File: src/rtl/uri_percent_decoder_top_assert.svh
// Assertion macros shared by the percent decoder modules.
`ifndef URI_PERCENT_DECODER_TOP_ASSERT_SVH
`define URI_PERCENT_DECODER_TOP_ASSERT_SVH
`ifndef SYNTH
// Checked while out of reset.
`define UPD_ASSERT(lbl, prop) \
  lbl: assert property (@(posedge clk) disable iff (!rst_n) prop) \
    else $error("upd assertion failed");
// Checked on every edge, reset included.
`define UPD_ASSERT_ALWAYS(lbl, prop) \
  lbl: assert property (@(posedge clk) prop) \
    else $error("upd assertion failed");
`else
`define UPD_ASSERT(lbl, prop)
`define UPD_ASSERT_ALWAYS(lbl, prop)
`endif
`endif

File: src/rtl/upd_pkg.sv
// Shared types, constants and helpers of the URI percent decoder.
package upd_pkg;

  localparam logic [7:0] CH_QUERY   = 8'h3F;
  localparam logic [7:0] CH_PLUS    = 8'h2B;
  localparam logic [7:0] CH_PERCENT = 8'h25;
  localparam logic [7:0] CH_SPACE   = 8'h20;

  localparam int MAX_RESULTS     = 3;
  localparam int QUEUE_DEPTH_DEF = 4;

  // word index of the plus_always_space register
  localparam logic REG_PLUS_ALWAYS = 1'b0;

  typedef enum logic [2:0] {
    PH_IDLE = 3'b001,
    PH_PCT  = 3'b010,
    PH_DIG  = 3'b100
  } phase_t;

  // results of one input item
  typedef struct packed {
    logic [1:0]                  cnt;
    logic                        last;
    logic [MAX_RESULTS-1:0][7:0] bytes;
  } bundle_t;

  typedef struct packed {
    logic    push;
    bundle_t data;
  } qwr_t;

  typedef struct packed {
    logic    full;
    logic    empty;
    bundle_t head;
  } qstat_t;

  function automatic logic is_hex(input logic [7:0] b);
    return (b inside {[8'h30:8'h39], [8'h41:8'h46], [8'h61:8'h66]});
  endfunction

  // only meaningful when is_hex(b)
  function automatic logic [3:0] hex_val(input logic [7:0] b);
    logic [3:0] v;
    if (b <= 8'h39) begin
      v = b[3:0];
    end else begin
      v = b[3:0] + 4'd9;
    end
    return v;
  endfunction

endpackage

File: src/rtl/uri_percent_decoder_top.sv
// An item's first result passes through the bundle queue, then the output register.
// Throughput: one item per cycle while items yield at most one byte each and out_stall
// is low; the output register drains one byte per cycle, an item's bytes in order.
// The bundle queue (QUEUE_DEPTH entries) stalls the input only when it fills.
// Reset (rst_n low, synchronous): no escape pending, query flag clear, queue and output
// empty, plus_always_space = 1. No clearing pass is needed.
module uri_percent_decoder_top #(
  parameter int QUEUE_DEPTH = upd_pkg::QUEUE_DEPTH_DEF  // 2..16
) (
  input  logic        clk,
  input  logic        rst_n,
  // input channel
  input  logic        in_valid,
  output logic        in_stall,
  input  logic [7:0]  in_byte,
  input  logic        in_last,
  // result channel
  output logic        out_valid,
  input  logic        out_stall,
  output logic [7:0]  out_byte,
  output logic        out_last,
  // configuration port
  input  logic        psel,
  input  logic        penable,
  input  logic        pwrite,
  input  logic [2:0]  paddr,
  input  logic [31:0] pwdata,
  output logic [31:0] prdata,
  output logic        pready
);

  // Config register: '+' becomes a space everywhere when set.
  logic plus_r;
  logic cfg_wr;

  assign pready = 1'b1;
  assign cfg_wr = psel && penable && pwrite && pready;

  always_ff @(posedge clk) begin
    if (!rst_n) begin
      plus_r <= 1'b1;
    end else if (cfg_wr && paddr[2] == upd_pkg::REG_PLUS_ALWAYS) begin
      plus_r <= pwdata[0];
    end
  end

  // paddr[1:0] is the byte offset within the word, ignored
  always_comb begin
    prdata = '0;
    if (paddr[2] == upd_pkg::REG_PLUS_ALWAYS) begin
      prdata[0] = plus_r;
    end
  end

  upd_pkg::qwr_t   qw;
  upd_pkg::qstat_t qs;
  logic            pop;

  // Front: classifies each byte and emits a bundle of 0..3 result bytes.
  upd_front u_front (
    .clk               (clk),
    .rst_n             (rst_n),
    .in_valid          (in_valid),
    .in_stall          (in_stall),
    .in_byte           (in_byte),
    .in_last           (in_last),
    .plus_always_space (plus_r),
    .qs                (qs),
    .qw                (qw)
  );

  // Queue decouples input stalls from output stalls.
  upd_queue #(
    .DEPTH (QUEUE_DEPTH)
  ) u_queue (
    .clk   (clk),
    .rst_n (rst_n),
    .qw    (qw),
    .pop   (pop),
    .qs    (qs)
  );

  // Back: serializes bundles into single output items.
  upd_back u_back (
    .clk       (clk),
    .rst_n     (rst_n),
    .qs        (qs),
    .pop       (pop),
    .out_valid (out_valid),
    .out_stall (out_stall),
    .out_byte  (out_byte),
    .out_last  (out_last)
  );

endmodule

File: src/rtl/upd_front.sv
// Front end: accepts raw bytes, tracks escape and query state, builds result bundles.
`include "uri_percent_decoder_top_assert.svh"
module upd_front (
  input  logic            clk,
  input  logic            rst_n,
  input  logic            in_valid,
  output logic            in_stall,
  input  logic [7:0]      in_byte,
  input  logic            in_last,
  input  logic            plus_always_space,
  input  upd_pkg::qstat_t qs,
  output upd_pkg::qwr_t   qw
);

  upd_pkg::phase_t phase_r, phase_nxt;
  logic [7:0]      held_r, held_nxt;
  logic            query_r, query_nxt;

  logic [upd_pkg::MAX_RESULTS-1:0][7:0] em;
  logic [1:0]      n;
  logic            do_plain;
  logic            hex;
  logic            acc;

  assign in_stall = qs.full;
  assign acc      = in_valid && !qs.full;
  assign hex      = upd_pkg::is_hex(in_byte);

  always_comb begin
    em        = '0;
    n         = 2'd0;
    phase_nxt = phase_r;
    held_nxt  = held_r;
    query_nxt = query_r;
    do_plain  = 1'b0;
    case (phase_r)
      upd_pkg::PH_PCT: begin
        if (hex) begin
          held_nxt  = in_byte;
          phase_nxt = upd_pkg::PH_DIG;
        end else begin
          em[0]     = upd_pkg::CH_PERCENT;
          n         = 2'd1;
          phase_nxt = upd_pkg::PH_IDLE;
          do_plain  = 1'b1;
        end
      end
      upd_pkg::PH_DIG: begin
        if (hex) begin
          em[0]     = {upd_pkg::hex_val(held_r), upd_pkg::hex_val(in_byte)};
          n         = 2'd1;
          phase_nxt = upd_pkg::PH_IDLE;
          held_nxt  = '0;
        end else begin
          // failed escape: '%' and the held digit go out literally
          em[0]     = upd_pkg::CH_PERCENT;
          em[1]     = held_r;
          n         = 2'd2;
          phase_nxt = upd_pkg::PH_IDLE;
          held_nxt  = '0;
          do_plain  = 1'b1;
        end
      end
      default: begin
        phase_nxt = upd_pkg::PH_IDLE;
        do_plain  = 1'b1;
      end
    endcase

    if (do_plain) begin
      if (in_byte == upd_pkg::CH_PERCENT) begin
        phase_nxt = upd_pkg::PH_PCT;
      end else begin
        if (in_byte == upd_pkg::CH_QUERY) begin
          query_nxt = 1'b1;
        end
        if (in_byte == upd_pkg::CH_PLUS && (query_r || plus_always_space)) begin
          em[n] = upd_pkg::CH_SPACE;
        end else begin
          em[n] = in_byte;
        end
        n = n + 2'd1;
      end
    end

    // end of URI: flush pending escape bytes, clear state
    if (in_last) begin
      case (phase_nxt)
        upd_pkg::PH_PCT: begin
          em[n] = upd_pkg::CH_PERCENT;
          n     = n + 2'd1;
        end
        upd_pkg::PH_DIG: begin
          em[n]         = upd_pkg::CH_PERCENT;
          em[n + 2'd1]  = held_nxt;
          n             = n + 2'd2;
        end
        default: ;
      endcase
      phase_nxt = upd_pkg::PH_IDLE;
      held_nxt  = '0;
      query_nxt = 1'b0;
    end
  end

  assign qw.push       = acc && (n != 2'd0);
  assign qw.data.cnt   = n;
  assign qw.data.last  = in_last;
  assign qw.data.bytes = em;

  always_ff @(posedge clk) begin
    if (!rst_n) begin
      phase_r <= upd_pkg::PH_IDLE;
      held_r  <= '0;
      query_r <= 1'b0;
    end else if (acc) begin
      phase_r <= phase_nxt;
      held_r  <= held_nxt;
      query_r <= query_nxt;
    end
  end

  `UPD_ASSERT(a_last_clears, acc && in_last |=> phase_r == upd_pkg::PH_IDLE && !query_r)
  `UPD_ASSERT(a_last_pushes, acc && in_last |-> qw.push && qw.data.last)

endmodule

File: src/rtl/upd_queue.sv
// Small bundle queue between the front end and the output serializer.
`include "uri_percent_decoder_top_assert.svh"
module upd_queue #(
  parameter int DEPTH = upd_pkg::QUEUE_DEPTH_DEF
) (
  input  logic            clk,
  input  logic            rst_n,
  input  upd_pkg::qwr_t   qw,
  input  logic            pop,
  output upd_pkg::qstat_t qs
);

  localparam int PW = $clog2(DEPTH);
  localparam int CW = $clog2(DEPTH + 1);

  upd_pkg::bundle_t mem_r [DEPTH];
  logic [PW-1:0]    wr_ptr_r, rd_ptr_r;
  logic [CW-1:0]    fill_r;

  assign qs.full  = (fill_r == CW'(DEPTH));
  assign qs.empty = (fill_r == '0);
  assign qs.head  = mem_r[rd_ptr_r];

  always_ff @(posedge clk) begin
    if (qw.push) begin
      mem_r[wr_ptr_r] <= qw.data;
    end
  end

  always_ff @(posedge clk) begin
    if (!rst_n) begin
      wr_ptr_r <= '0;
      rd_ptr_r <= '0;
      fill_r   <= '0;
    end else begin
      if (qw.push) begin
        wr_ptr_r <= (wr_ptr_r == PW'(DEPTH - 1)) ? '0 : wr_ptr_r + PW'(1);
      end
      if (pop) begin
        rd_ptr_r <= (rd_ptr_r == PW'(DEPTH - 1)) ? '0 : rd_ptr_r + PW'(1);
      end
      case ({qw.push, pop})
        2'b10:   fill_r <= fill_r + CW'(1);
        2'b01:   fill_r <= fill_r - CW'(1);
        default: fill_r <= fill_r;
      endcase
    end
  end

  `UPD_ASSERT(a_no_overflow, qw.push |-> !qs.full)
  `UPD_ASSERT(a_no_underflow, pop |-> !qs.empty)

endmodule

File: src/rtl/upd_back.sv
// Back end: walks each bundle one byte at a time into the output register.
`include "uri_percent_decoder_top_assert.svh"
module upd_back (
  input  logic            clk,
  input  logic            rst_n,
  input  upd_pkg::qstat_t qs,
  output logic            pop,
  output logic            out_valid,
  input  logic            out_stall,
  output logic [7:0]      out_byte,
  output logic            out_last
);

  logic [1:0] sel_r;
  logic       out_valid_r;
  logic [7:0] out_byte_r;
  logic       out_last_r;
  logic       load;
  logic       last_of;

  assign load    = !qs.empty && (!out_valid_r || !out_stall);
  assign last_of = (sel_r == 2'(qs.head.cnt - 2'd1));
  assign pop     = load && last_of;

  always_ff @(posedge clk) begin
    if (!rst_n) begin
      sel_r       <= '0;
      out_valid_r <= 1'b0;
    end else begin
      if (load) begin
        sel_r       <= last_of ? 2'd0 : sel_r + 2'd1;
        out_valid_r <= 1'b1;
      end else if (!out_stall) begin
        out_valid_r <= 1'b0;
      end
    end
  end

  always_ff @(posedge clk) begin
    if (load) begin
      out_byte_r <= qs.head.bytes[sel_r];
      out_last_r <= qs.head.last && last_of;
    end
  end

  assign out_valid = out_valid_r;
  assign out_byte  = out_byte_r;
  assign out_last  = out_last_r;

  `UPD_ASSERT(a_sel_in_range, !qs.empty |-> sel_r < qs.head.cnt)

endmodule
File: config.mk
export PLATFORM = sky130hd
export DESIGN_NAME = uri_percent_decoder_top
export DESIGN_NICKNAME = d
export VERILOG_FILES = /design/src/rtl/upd_pkg.sv /design/src/rtl/uri_percent_decoder_top.sv /design/src/rtl/upd_front.sv /design/src/rtl/upd_queue.sv /design/src/rtl/upd_back.sv
export VERILOG_INCLUDE_DIRS = /design/src /design/src/rtl
export SDC_FILE = /design/constraint.sdc
export NUM_CORES = 1
export LEC_CHECK = 0
export ABC_AREA = 1
export BUFFER_PORTS_ARGS = -buffer_cell sky130_fd_sc_hd__clkbuf_2
export CAP_MARGIN = 20
export CORE_MARGIN = 5
export CORE_UTILIZATION = 25
export DETAILED_ROUTE_END_ITERATION = 7
export PLACE_DENSITY_LB_ADDON = 0.3
export SLEW_MARGIN = 40
export SYNTH_ARGS = -nofsm -noshare
export SYNTH_HDL_FRONTEND = slang
export SYNTH_HIERARCHICAL = 1
export SYNTH_SLANG_ARGS = --single-unit
File: constraint.sdc
create_clock -name clk -period 3.7 [get_ports clk]
set_input_delay 0.555 -clock clk [delete_from_list [all_inputs] [get_ports clk]]
set_output_delay 0.555 -clock clk [all_outputs]
set_load 0.005 [all_outputs]
==> out/metrics.yaml <==
setup_slack_ps: 386
fp.dieW_um: 184
yosysTopAreaCell: "edfxtp_1"
grt_pass1_vias: 5416
synth_top_cells_by_count: "nand2_1, edfxtp_1, nor2_1"
nNetsFinal: 969
drcViolationCount: 0
finish.instance_area_um2: 8850
dieArea_um2: 33700
internal_power_mw: 3.35
grt_start_max_net_pins: 55
max_capacitance_violation_count: 0
power_density_relative_to_cell_area_nw_per_um2: 577
antenna-diode-count: 0
drive_gt1_frac: 0.165
die_y_um: 184
cp_most_frequent_cell: "nand2_1"
timing.final.crit_share: 0.896
initialDrtViolationCount: 489
synthToLayoutAreaGrowth_pct: 17.5
gp_congestion: 0.924
grt_remaining_overflow: 0
clock_latency_late_sink_ps: 420
setup_violations: 0
worst_hold_path_type: "in2reg"
finalCoreUtilization: 0.298
finalHoldWorstSlack_ps: 388
fillerInstances: 3098
ff2ff_setup_slack_ps: 650
top_area_cell_type_share_of_the_netlist_area: 0.467
cell_at_the_slowest_stage_of_the_critical_path: "fa_2"
dp_slack_ps: -123
synth_area_leaders: "edfxtp_1, nand2_1, dfxtp_1, nor2_1, o21ai_0"
initial_core_util: 0.253
worst-endpoint-required_ps: 4050
least_margin_pin_slew_ps: 699
fin_crit_ps: 3310
numClockSinks: 142
total_clock_buffers_created_by_cts: 17
drt-pass1-iter-count: 5
clockPowerShare: 0.330
max_freq_mhz: 302
path_delay_family: "adder cells"
ys_warn_count: 6
area.sequential_um2: 4020
std_cell_rows: 63
ys_seq_elements: 142
mappedNetlistArea_um2: 7530
crit_path_max_fanout: 5
run_status: "complete, no violations"
synth_enable_flop_cells: 117
grt_use_total: 0.114
setup-tns-final_ps: 0
cts-root-to-sink-buffers: 2
worst-endpoint-arrival_ps: 3670
synth-seq-area-share: 0.533
skew_ps: 9.71
cts_htree_levels: 4
port_buffers: 29
peakVddDrop_v: 0.000423
via_per_inst: 4.40
p_comb_frac: 0.256
final-max-slew-violation-count: 0
grt_setup_unrepaired: "no"
holdBufCountCts: 0
grt_pass1_wl_um: 30000
hpwlAfterDp_um: 13300
num_vias: 5724
cp_num_buf_inv: 10
syn_avg_cell_area_um2: 9.08
tritoncts: "built"
p_seq_frac: 0.415
max-slew-margin-rel: 0.533
placed_area_um2: 8240
cts_root_buf: "clkbuf_16"
design.core.area_um2: 29700
post_synth_inst_count: 829
power.leakage_nw: 3.51
power.switching_fraction: 0.343
synth-async-reset-ratio: 0
grt_antenna_before_repair: 0
netlist-cell-type-count: 41
post_drt_wl_per_cell_um: 14.7
post-synth-top-count-cell: "nand2_1"
multi_input_area_um2: 2810
ioPinCount: 95
synth_ff_type: "edfxtp_1"
ant_nets: 0
routed_wirelength_um: 19100
worst_setup_start_kind: "primary input"
net-switching-power_mw: 1.75
cpPeakStageDelay_ps: 330
hold_violations: 0
clkSlewWorstSetupHoldPaths_ps: 70
worstSetupEndpointType: "register"
worst_setup_path_type: "in2reg"
-- registers in the layout, indices dropped and copies added (netlist names), named ones only --
name	cells
u_queue/mem_r	108
u_back/out_byte	8
u_front/held_r	8
u_front/phase_r	3
u_queue/fill_r	3
u_back/sel_r	2
u_queue/rd_ptr_r	2
u_queue/wr_ptr_r	2
plus_r	1
u_back/out_last	1
u_back/out_valid	1
u_front/query_r	1
-- cells in the final DEF, fill, tap and decap left out, types with 17 or more instances in the layout --
cell type    n
buf_4       48
o21ai_1     39
nor2_1      89
nand3_1     44
inv_1       75
o22ai_1     32
edfxtp_1   117
o21ai_0     63
dfxtp_1     24
nand2_1    177
clkbuf_2    29
clkbuf_16   17
a21oi_1     24
ha_1        20
conb_1      32
-- layout make-up --
cell class / instances / share of cell area
clock buffers: 17 / 0.0481
clock inverters: 15 / 0.0198
inverters: 89 / 0.0399
multi-input cells: 566 / 0.317
flip-flops and latches: 142 / 0.454
well taps: 390 / 0.0551
repair buffers: 81 / 0.0662
-- worst register-to-register path: cells and delay by family, from the launching register on --
family	cells	cell delay [ps]
fa+ha+maj	4	990
flops	1	330
buf+inv	9	580
compound gates	1	120
simple gates	12	970
-- repair_timing --
item	4_1_cts	5_1_grt
setup buffers	0	0
hold endpoints to repair	0	0
gates resized for setup	0	4
endpoints found under the setup margin	0	1
-- per-stage QoR --
| stage | total power, mW | instances |
|---|---|---|
| floorplan | 3.09 | 859 |
| global placement | 3.47 | 1268 |
| detailed placement | 3.48 | 1268 |
| CTS | 5.17 | 1300 |
| global route | 5.43 | 1300 |
| finish | 5.10 | 1300 |
-- cell families (layout without fill, tap and decap cells) --
family / count (synthesis) / after routing / share of synthesized area
buffers and inverters: 151 / 202 / 0.112
XOR/XNOR: 3 / 3 / 0.00349
AND/OR/NAND/NOR: 338 / 338 / 0.188
AO/OA/AOI/OAI: 172 / 172 / 0.126
flip-flops: 142 / 142 / 0.533
adder cells (fa/ha/maj): 21 / 21 / 0.0359
other: 2 / 32 / 0.000997
-- power by group through the flow --
stage / sequential (mW) / clock, mW / combinational (mW)
floorplan: 2.12 / 0 / 0.971
global placement: 2.15 / 0 / 1.32
detailed placement: 2.15 / 0 / 1.32
CTS: 2.12 / 1.72 / 1.33
global route: 2.14 / 1.81 / 1.48
finish: 2.12 / 1.68 / 1.30
-- metal layers --
metal,GRT usage,share of wire,vias up,routed length (um)
met5,0,0,-,0
met4,0.0262,0.012,0,232
met3,0.0305,0.056,19,1070
met1,0.159,0.48,2690,9140
li1,-,-,2878,-
met2,0.179,0.45,137,8700
-- worst paths after layout --
path	startpoint	to	cells past startpoint
worst min-delay path	pwdata[0]	plus_r	3
worst max register to register	u_front/phase_r[0]	u_queue/fill_r[2]	26
worst min register to register	u_front/phase_r[2]	u_front/phase_r[2]	2
worst max-delay path	in_byte[0]	u_queue/fill_r[2]	31
Power figures use the tool's default switching activity.
